$ cat src/assert_macros.svh
// ---------------------------------------------------------------------------
// assert_macros.svh
// Assertion shorthands sampled on clk, switched off while rst is high.
// ---------------------------------------------------------------------------
`ifndef ASSERT_MACROS_SVH
`define ASSERT_MACROS_SVH

// Property holds at every clock edge.
`define ASSERT_ALWAYS(lbl, prop, msg) \
  lbl: assert property (@(posedge clk) disable iff (rst) (prop)) else $error(msg);

// Consequent holds in the cycle after the antecedent.
`define ASSERT_NEXT(lbl, ante, cons, msg) \
  lbl: assert property (@(posedge clk) disable iff (rst) (ante) |=> (cons)) else $error(msg);

`endif

$ cat src/rstd_pkg.sv
// ---------------------------------------------------------------------------
// rstd_pkg
// Types and sizes shared by the rate-shaped task dispatcher.
// ---------------------------------------------------------------------------
package rstd_pkg;

  localparam int QUEUE_DEPTH = 16;
  localparam int ID_WIDTH    = 16;
  localparam int TIME_WIDTH  = 32;
  localparam int CNT_W       = $clog2(QUEUE_DEPTH + 1);
  localparam int IDX_W       = $clog2(QUEUE_DEPTH);
  // time sums carry one extra bit, differences one more for the sign
  localparam int ACC_W       = TIME_WIDTH + 2;

  typedef enum logic [1:0] {
    FUNC_ENQUEUE = 2'd0,
    FUNC_REMOVE  = 2'd1,
    FUNC_DECIDE  = 2'd2,
    FUNC_QUERY   = 2'd3
  } func_t;

  typedef struct packed {
    func_t                 func;
    logic [ID_WIDTH-1:0]   task_id;
    logic [TIME_WIDTH-1:0] now;
    logic                  busy_req;
  } task_word_t;

  typedef struct packed {
    logic                  assigned;
    logic [ID_WIDTH-1:0]   assigned_task;
    logic                  slice_valid;
    logic [TIME_WIDTH-1:0] slice_time;
    logic                  dropped;
    logic                  found;
    logic [CNT_W-1:0]      queue_count;
  } rsp_word_t;

endpackage

$ cat src/rate_shaped_task_dispatcher_top.sv
// ---------------------------------------------------------------------------
// rate_shaped_task_dispatcher_top
// FIFO of task ids that releases at most one id per shaping period.
// ---------------------------------------------------------------------------
// Usage:
//   task channel (task_valid/task_ready/task_data): one word per operation:
//     enqueue, remove, decide or query. Exactly one word comes back on the
//     rsp channel (rsp_valid/rsp_ready/rsp_data) for each word taken.
//   cfg channel (cfg_valid/cfg_ready/cfg_data): writes shape_period; always
//     ready, write it only while no operation is in flight.
// Sequence (states from accept to DONE, which loads the rsp register):
//   enqueue ENQ; query SUM, CHECK; decide SUM, CHECK, plus SHIFT_RD/SHIFT_WR
//   per entry left behind the head when an id goes out (queue compaction);
//   remove SCAN_RD/SCAN_CMP per entry scanned, none on an empty queue, plus
//   SHIFT_RD/SHIFT_WR per entry moved to close the gap on a match. One queue
//   RAM port pair and one shared time adder carry all of this; the block
//   takes one word at a time.
// Reset: queue empty, shape_period 0, last dispatch time 0, first-run mark
//   set. Queue contents are not cleared.
// Stall: a finished result waits in the rsp register; the next task word
//   may be taken and worked on, and its result is held back until the rsp
//   register is free.
// ---------------------------------------------------------------------------
module rate_shaped_task_dispatcher_top
  import rstd_pkg::*;
(
  input  logic                  clk,
  input  logic                  rst,
  input  logic                  task_valid,
  output logic                  task_ready,
  input  task_word_t            task_data,
  output logic                  rsp_valid,
  input  logic                  rsp_ready,
  output rsp_word_t             rsp_data,
  input  logic                  cfg_valid,
  output logic                  cfg_ready,
  input  logic [TIME_WIDTH-1:0] cfg_data
);

`include "assert_macros.svh"

  typedef enum logic [8:0] {
    S_IDLE     = 9'b000000001,
    S_ENQ      = 9'b000000010,
    S_SUM      = 9'b000000100,
    S_CHECK    = 9'b000001000,
    S_SCAN_RD  = 9'b000010000,
    S_SCAN_CMP = 9'b000100000,
    S_SHIFT_RD = 9'b001000000,
    S_SHIFT_WR = 9'b010000000,
    S_DONE     = 9'b100000000
  } state_t;

  state_t                state;
  task_word_t            item;          // operation in flight
  rsp_word_t             res;           // result being built
  logic [TIME_WIDTH-1:0] shape_period;
  logic [TIME_WIDTH-1:0] last_assign_time;
  logic                  first_run;
  logic [CNT_W-1:0]      count;
  logic [CNT_W-1:0]      idx;
  logic [ACC_W-1:0]      acc;           // last_assign_time + shape_period

  // queue storage
  logic [ID_WIDTH-1:0]   mem [QUEUE_DEPTH];
  logic [ID_WIDTH-1:0]   rd_data;
  logic [IDX_W-1:0]      rd_addr;
  logic [IDX_W-1:0]      wr_addr;
  logic [ID_WIDTH-1:0]   wr_data;
  logic                  mem_we;

  // shared add/subtract unit
  logic [ACC_W-1:0]      unit_a;
  logic [ACC_W-1:0]      unit_b;
  logic                  unit_sub;
  logic [ACC_W-1:0]      unit_sum;

  logic [CNT_W-1:0]      idx_inc;
  logic                  full;
  logic                  diff_le0;
  logic                  eligible;
  logic                  rsp_free;
  rsp_word_t             rsp_next;

  assign task_ready = (state == S_IDLE);
  assign cfg_ready  = 1'b1;
  assign idx_inc    = idx + CNT_W'(1);
  assign full       = (count == CNT_W'(QUEUE_DEPTH));
  assign rsp_free   = !rsp_valid || rsp_ready;

  always_comb begin
    unit_a   = acc;
    unit_b   = {2'b00, item.now};
    unit_sub = 1'b1;
    if (state == S_SUM) begin
      unit_a   = {2'b00, last_assign_time};
      unit_b   = {2'b00, shape_period};
      unit_sub = 1'b0;
    end
    unit_sum = unit_a + (unit_b ^ {ACC_W{unit_sub}}) + ACC_W'(unit_sub);
  end

  // in CHECK, unit_sum = next_time - now
  assign diff_le0 = unit_sum[ACC_W-1] || (unit_sum == '0);
  assign eligible = first_run || diff_le0;

  // memory addressing
  always_comb begin
    rd_addr = '0;
    wr_addr = idx[IDX_W-1:0];
    wr_data = rd_data;
    mem_we  = 1'b0;
    case (state)
      S_SCAN_RD:  rd_addr = idx[IDX_W-1:0];
      S_SHIFT_RD: rd_addr = idx_inc[IDX_W-1:0];
      S_SHIFT_WR: mem_we  = 1'b1;
      S_ENQ: begin
        wr_addr = count[IDX_W-1:0];
        wr_data = item.task_id;
        mem_we  = !full;
      end
      default: rd_addr = '0;
    endcase
  end

  always_ff @(posedge clk) begin
    if (mem_we) begin
      mem[wr_addr] <= wr_data;
    end
    rd_data <= mem[rd_addr];
  end

  always_comb begin
    rsp_next             = res;
    rsp_next.queue_count = count;
  end

  always_ff @(posedge clk) begin
    if (rst) begin
      state            <= S_IDLE;
      shape_period     <= '0;
      last_assign_time <= '0;
      first_run        <= 1'b1;
      count            <= '0;
      rsp_valid        <= 1'b0;
    end else begin
      if (cfg_valid && cfg_ready) begin
        shape_period <= cfg_data;
      end
      // rsp register: load a finished result, else release a taken one
      if (state == S_DONE && rsp_free) begin
        rsp_valid <= 1'b1;
      end else if (rsp_ready) begin
        rsp_valid <= 1'b0;
      end
      case (state)
        S_IDLE: begin
          if (task_valid) begin
            item <= task_data;
            res  <= '0;
            idx  <= '0;
            case (task_data.func)
              FUNC_ENQUEUE: state <= S_ENQ;
              FUNC_REMOVE:  state <= (count == '0) ? S_DONE : S_SCAN_RD;
              default:      state <= S_SUM;
            endcase
          end
        end
        S_ENQ: begin
          if (full) begin
            res.dropped <= 1'b1;
          end else begin
            count <= count + CNT_W'(1);
          end
          state <= S_DONE;
        end
        S_SUM: begin
          acc   <= unit_sum;
          state <= S_CHECK;
        end
        S_CHECK: begin
          if (item.func == FUNC_DECIDE) begin
            if (eligible) begin
              first_run <= 1'b0;
            end
            if (eligible && !item.busy_req && count != '0) begin
              res.assigned      <= 1'b1;
              res.assigned_task <= rd_data;
              last_assign_time  <= item.now;
              idx               <= '0;
              state             <= S_SHIFT_RD;
            end else begin
              state <= S_DONE;
            end
          end else begin
            state <= S_DONE;
            if (!first_run && !diff_le0) begin
              res.slice_valid <= 1'b1;
              res.slice_time  <= unit_sum[TIME_WIDTH] ? {TIME_WIDTH{1'b1}}
                                                      : unit_sum[TIME_WIDTH-1:0];
            end
          end
        end
        S_SCAN_RD: state <= S_SCAN_CMP;
        S_SCAN_CMP: begin
          if (rd_data == item.task_id) begin
            res.found <= 1'b1;
            state     <= S_SHIFT_RD;
          end else if (idx_inc < count) begin
            idx   <= idx_inc;
            state <= S_SCAN_RD;
          end else begin
            state <= S_DONE;
          end
        end
        S_SHIFT_RD: begin
          if (idx_inc < count) begin
            state <= S_SHIFT_WR;
          end else begin
            count <= count - CNT_W'(1);
            state <= S_DONE;
          end
        end
        S_SHIFT_WR: begin
          idx   <= idx_inc;
          state <= S_SHIFT_RD;
        end
        S_DONE: begin
          if (rsp_free) begin
            rsp_data <= rsp_next;
            state    <= S_IDLE;
          end
        end
        default: state <= S_IDLE;
      endcase
    end
  end

  `ASSERT_ALWAYS(a_count_max, count <= CNT_W'(QUEUE_DEPTH), "queue count above depth")
  `ASSERT_ALWAYS(a_shift_bound, (state != S_SHIFT_WR) || (idx_inc < count), "shift past live entries")
  `ASSERT_NEXT(a_one_at_a_time, task_valid && task_ready, !task_ready, "second word taken while busy")
  `ASSERT_ALWAYS(a_drop_full, !(rsp_valid && rsp_data.dropped) || (rsp_data.queue_count == CNT_W'(QUEUE_DEPTH)), "drop reported with room left")

endmodule

$ cat config.mk
export PLATFORM = sky130hd
export DESIGN_NAME = rate_shaped_task_dispatcher_top
export DESIGN_NICKNAME = d
export VERILOG_FILES = /design/src/rstd_pkg.sv /design/src/rate_shaped_task_dispatcher_top.sv
export VERILOG_INCLUDE_DIRS = /design/src /design/src/src
export SDC_FILE = /design/constraint.sdc
export NUM_CORES = 1
export LEC_CHECK = 0
export ABC_AREA = 1
export BUFFER_PORTS_ARGS = -buffer_cell sky130_fd_sc_hd__buf_4
export CAP_MARGIN = 20
export CORE_ASPECT_RATIO = 0.75
export CORE_MARGIN = 2
export CORE_UTILIZATION = 45
export CTS_CLUSTER_DIAMETER = 200
export DETAILED_ROUTE_END_ITERATION = 7
export PLACE_DENSITY = 0.62
export SYNTH_ARGS = -nofsm -noshare
export SYNTH_HDL_FRONTEND = slang
export SYNTH_SLANG_ARGS = --single-unit
$ cat constraint.sdc
create_clock -name clk -period 5.8 [get_ports clk]
set_input_delay 0.87 -clock clk [delete_from_list [all_inputs] [get_ports clk]]
set_output_delay 0.87 -clock clk [all_outputs]
set_load 0.02 [all_outputs]
After elaboration in Yosys (flattened, before gate mapping)
Memories as Yosys holds them, arrays and structs flattened. A register that Yosys moved wholly into a read port is not among the register bits.
Index checks and enable logic that the tools add are counted.

cells by class
  multiply operators = 0
  bitwise gates (word level) = 2
  muxes and demuxes = 41
  $lt $le $gt $ge = 1
  equal/unequal tests = 25
  div/mod/pow operators = 0
  shift-type cells = 0
  $add $sub $neg = 5
  reductions and logical operators = 34

operators with widths
  cell                                                              number
  50-bit case mux with 2 select lines                               1
  9-bit case mux with 9 select lines                                1
  9-bit 2-to-1 mux                                                  8
  33-bit 2-to-1 mux                                                 2
  32-bit 2-to-1 mux                                                 2
  57-bit 2-to-1 mux                                                 1
  5-bit 2-to-1 mux                                                  7
  34-bit by 1-bit adder with 34-bit output                          1
  34-bit adder                                                      1
  34-bit logical NOT                                                1
  17-bit 2-to-1 mux                                                 2
  34-bit 2-to-1 mux                                                 1
  34-bit bitwise XOR                                                1
  2-bit != test (second input constant)                             12
  5-bit case mux with 4 select lines                                1
  9-bit case mux with 2 select lines                                1
  16-bit == test                                                    1
  16-bit 2-to-1 mux                                                 1
  3-bit AND reduction                                               5
  5-bit by 1-bit adder with 5-bit output (second input constant)    2
  5-bit case mux with 2 select lines                                1
  5-bit AND reduction                                               2
  2-bit nonzero test                                                5
  9-bit by 1-bit == test with 1-bit output (second input constant)  1
  other kinds (28)                                                  47

word-level totals
  bits of input ports = 88
  logic and storage cells = 134
  register bits = 279
  bits in latches = 0
  ROM bits = 0
  memory bits (writable) = 256
  output and inout port bits = 60
  memories = 1

memory list
  name  words  bits a word  read ports  clocked after memory_dff  write ports  RTL line                               source
  mem   16     16           1           1                         1            rate_shaped_task_dispatcher_top.sv:65  logic [ID_WIDTH-1:0] mem [QUEUE_DEPTH];

Logic depth before layout (Yosys ltp)
  depth after elaboration = 13
  mapped depth = 32
  mapped depth without buffers = 31

Worst setup path before layout
No wires, ideal clock.

  path type = input to register
  start point = in rst
  end point = reg rsp_data[0] (netlist name), enable pin
  library setup time = 0.542 ns
  buffers on the path = 1
  data arrival time = 4.998 ns
  stages on the path = 2
  slack = 0.260 ns
  required time = 5.258 ns
  path through = clkbuf_1 -> nor3_1

between the ends
  word-level cells in the longest chain between the ends = 2

ends and longest elaborated chain
  item                           RTL line                                source
  from (decl)                    rate_shaped_task_dispatcher_top.sv:28   input logic rst,
  1-bit inverter (no line)       --
  3-bit AND reduction (no line)  --
  to (signal assigned)           rate_shaped_task_dispatcher_top.sv:230  rsp_data <= rsp_next;
  to (decl)                      rate_shaped_task_dispatcher_top.sv:34   output rsp_word_t rsp_data,

No other way between the ends.
A chain may end at the register's enable or synchronous reset.

Worst setup path after layout
  start point = reg state[7]
  end point = reg res[46] (netlist name), enable pin

between the ends
  word-level cells in the longest chain between the ends = 12
  elaborated cells on any way between the ends = 19
  those cells by class = 2 x add/sub; 6 x eq/ne; 3 x mux; 1 x bitwise; 7 x reduce/logical

ends and longest elaborated chain
  item                                                          RTL line                                source
  from (decl)                                                   rate_shaped_task_dispatcher_top.sv:54   state_t state;
  from (signal assigned)                                        rate_shaped_task_dispatcher_top.sv:164  FUNC_REMOVE: state <= (count == '0) ? S_DONE : S_SCAN_RD;
  9-bit by 3-bit == test with 1-bit output                      rate_shaped_task_dispatcher_top.sv:95   if (state == S_SUM) begin
  32-bit 2-to-1 mux / 1-bit 2-to-1 mux (equally long branches)  rate_shaped_task_dispatcher_top.sv:95
  34-bit bitwise XOR                                            rate_shaped_task_dispatcher_top.sv:100  unit_sum = unit_a + (unit_b ^ {ACC_W{unit_sub}}) + ACC_W'(unit_sub);
  34-bit adder                                                  rate_shaped_task_dispatcher_top.sv:100
  34-bit by 1-bit adder with 34-bit output                      rate_shaped_task_dispatcher_top.sv:100
  34-bit logical NOT                                            rate_shaped_task_dispatcher_top.sv:104  assign diff_le0 = unit_sum[ACC_W-1] || (unit_sum == '0);
  1-bit logical OR                                              rate_shaped_task_dispatcher_top.sv:104
  1-bit logical OR                                              rate_shaped_task_dispatcher_top.sv:105  assign eligible = first_run || diff_le0;
  1-bit logical AND (2 in a row)                                rate_shaped_task_dispatcher_top.sv:186  if (eligible && !item.busy_req && count != '0) begin
  2-bit != test (no line)                                       --
  5-bit AND reduction (no line) (*)                             --
  to (decl)                                                     rate_shaped_task_dispatcher_top.sv:56   rsp_word_t res;

Every way passes the cells marked *; elsewhere a longest branch is shown, timed or not.

==> out/metrics.yaml <==
timing:
  max-slew-margin-rel_pct: 22.69
  setup_tns_ps: 0
  finalSetupViolCount: 0
  rsz0062_at_grt: "false"
  maxSlewViolCount: 0
  fmax_mhz: 197.0
  fin_worst_skew_ps: 27.46
  holdWs_ps: 418.1
  min_period_ps: 5075
  finalHoldViolCount: 0
  period_share_pct: 87.50
  tightest_slew_ps: 1160
logic_synthesis:
  synthFlopType: "edfxtp_1"
  synth_top_cell_by_area: "edfxtp_1"
  synth_compound_area_share_pct: 14.74
  synth_cell_types: 45
  yosysSeqAreaShare_pct: 65.48
  synth_top_cell_area_share_pct: 57.41
  yosysMostFrequentCell: "edfxtp_1"
  ys.warnings.count: 0
  synth.area.top_cells: "edfxtp_1 57%, dfxtp_1 8.1%, o21ai_0 5.9%, a21oi_1 4.6%, nor2_1 4.4%"
  syn_inst: 2219
  yosys.area_share.simple_pct: 10.79
  synth_top_family_by_area: "compound AO/OA/AOI/OAI gates"
  synth_edf_count: 455
  avgSynthCellArea_sq_um: 10.73
  synth_area_sq_mm: 0.02380
  async_reset_ff_share_pct: 0
  synth_xor_area_share_pct: 1.288
  ys_top_cells_by_count: "455 x edfxtp_1, 282 x o21ai_0, 276 x nor2_1"
  ys_ff_latch: 551
  synth_fa_ha_area_share_pct: 2.218
  synthMuxAreaShare_pct: 0
  syn_nets: 2348
global_route:
  grt_usage_pct: 23.92
  grt_max_degree: 101
  grt.overflow.total: 0
  grt_pass1_wl_mm: 98.50
  antenna_found_initial: 1
  first_global_vias: 15880
detailed_routing:
  postRouteAntennaNets: 0
  dr.pass1.iters: 5
  initialDrtViolationCount: 2084
  drt_wl_total_mm: 66.78
  vias_per_cell: 5.591
  drc: 0
  vias: 17390
  wire_per_inst_microns: 21.47
cts:
  clockBufferDepth: 3
  clk_latency_ps: 620
  post_cts_resize_count: 0
  cts.clk_slew.worst_paths_ps: 70
  cts_root_buf: "clkbuf_16"
  cts_sinks: 551
  postCtsSetupBuffers: 0
  htreeDepth: 2
  cts_tree: "yes"
  holdBufCountCts: 0
  numCtsBuffers: 52
setup_path:
  critical_path_class: "reg2reg"
  critPathLaunchType: "flip-flop"
  worstPathMaxFanout: 67
  cpPeakStageDelay_ps: 540
  slowest_stage: "buf_4"
  crit_arrival_ps: 5360
  crit_required_ps: 6080
  crit_path_frequent_cell: "nand2_1"
  cp-end-kind: "flip-flop"
placed_design:
  place_congestion: 0.9526
  placed_area_sq_mm: 0.02576
  dp.final_hpwl_mm: 44.33
  portBuffers: 146
pwr:
  comb_power_share_pct: 7.3
  seqPwrFrac_pct: 52.9
  switching_share_pct: 23.67
  powerDensity_mw_per_mm2: 305.6
  switchingPower_uw: 1986
  pwr-share-clk_pct: 39.8
  leakage_uw: 0.01033
  internal_power_uw: 6406
  ir_worst_vdd_uv: 218.1
worst_hold_path:
  hold_class: "reg2reg"
layout:
  design_area_sq_mm: 0.02746
  syn_to_final_growth_pct: 15.39
  drive_above_1_share_pct: 13.29
  fillers: 4599
  diodes: 0
  fin_util_pct: 52.93
  fin_nets: 2493
die:
  num_rows: 72
  die_h_microns: 203.2
  start_util_pct: 45.87
  core_area_sq_mm: 0.05189
  ios: 148
  die_x_microns: 269.6
  dieArea_sq_mm: 0.05476
run_status:
  status: "finished, final reports clean"
job:
  maxCapViolations: 0
## power groups by stage
| stage | Sequential (uW) | Combinational (uW) | Clock (uW) |
|---|---|---|---|
| final | 4440 | 616 | 3340 |
| after global routing | 4440 | 676 | 3540 |
| after CTS | 4430 | 600 | 3380 |
| after detailed placement | 4520 | 597 | 0 |
| after global placement | 4520 | 592 | 0 |
| after floorplan | 4490 | 365 | 0 |
## worst paths after layout
check | startpoint | endpoint | slack (ps) | cells after the start
max | state[7] | res[46] | 720 | 29
min | res[29] | rsp_data[29] | 420 | 0
max reg2reg | state[7] | res[46] | 720 | 29
min reg2reg | res[29] | rsp_data[29] | 420 | 0
## final cells by class
| type | count | area (sq um) | share of cell area, % |
|---|---|---|---|
| tap | 703 | 879.6 | 3.203 |
| sequential | 551 | 15580 | 56.75 |
| clock inverter | 21 | 197.7 | 0.7198 |
| timing repair buffer | 202 | 1541 | 5.613 |
| clock buffer | 76 | 1451 | 5.285 |
| multi-input combinational | 1336 | 6979 | 25.41 |
| inverter | 221 | 829.5 | 3.021 |
## sequential cells by signal, summed over array words and instances (netlist names)
register	cells
rd_data	16
idx	5
state	9
count	5
first_run	1
rsp_valid	1
res	52
mem	256
item	51
acc	34
rsp_data	57
shape_period	32
last_assign_time	32
## kinds of logic after synthesis
kind of cell | count (synthesis)
DFF | 551
AOI/OAI and AO/OA | 635
xor gates and xnor gates | 35
adders and majority gates | 41
buffers and inverters | 332
and+or+nand+nor | 624
other | 1
## stage by stage
| stage | setup WS, ps | std cells | power, uW |
|---|---|---|---|
| after CTS | 793.4 | 3106 | 8417 |
| after detailed placement | 834.3 | 3009 | 5114 |
| after floorplan | 260.0 | 2219 | 4859 |
| final | 725.0 | 3110 | 8392 |
| after global placement | 875.8 | 3009 | 5109 |
| after global routing | 284.1 | 3110 | 8660 |
## cells in the final DEF, fill, tap and decap left out, types with 8 or more instances in the layout
cell type,count
o32ai_1,48
nand4_1,10
ha_1,39
clkbuf_1,18
nand3_1,37
a31oi_1,8
clkinv_2,9
a21oi_1,220
o22ai_1,8
edfxtp_1,455
nand2_1,249
xor2_1,30
clkbuf_16,52
o21ai_0,281
inv_1,214
nor3_1,13
nand2_2,8
dfxtp_1,96
buf_4,199
o211ai_1,26
o21ai_1,22
nor2_1,273
## routing by layer
layer  wire [microns]  vias up  global-route usage, %  share of wire (%)
met5                0        -                      0                  0
met4              957        0                  4.782                1.4
met3             7329       72                  6.558                 11
met2            24900      821                  29.66                 37
met1            33590     8411                  40.33                 50
li1                 -     8084                      -                  -
## worst max-delay path, delay by kind of cell, from the launching register on
family,cells,cell delay (ps)
buf+inv,5,1140
flops,1,380
simple gates,21,2370
compound gates,1,100
xor+xnor,1,230
fa+ha+maj,1,470
Note: power is estimated with default switching activity, not from simulation.
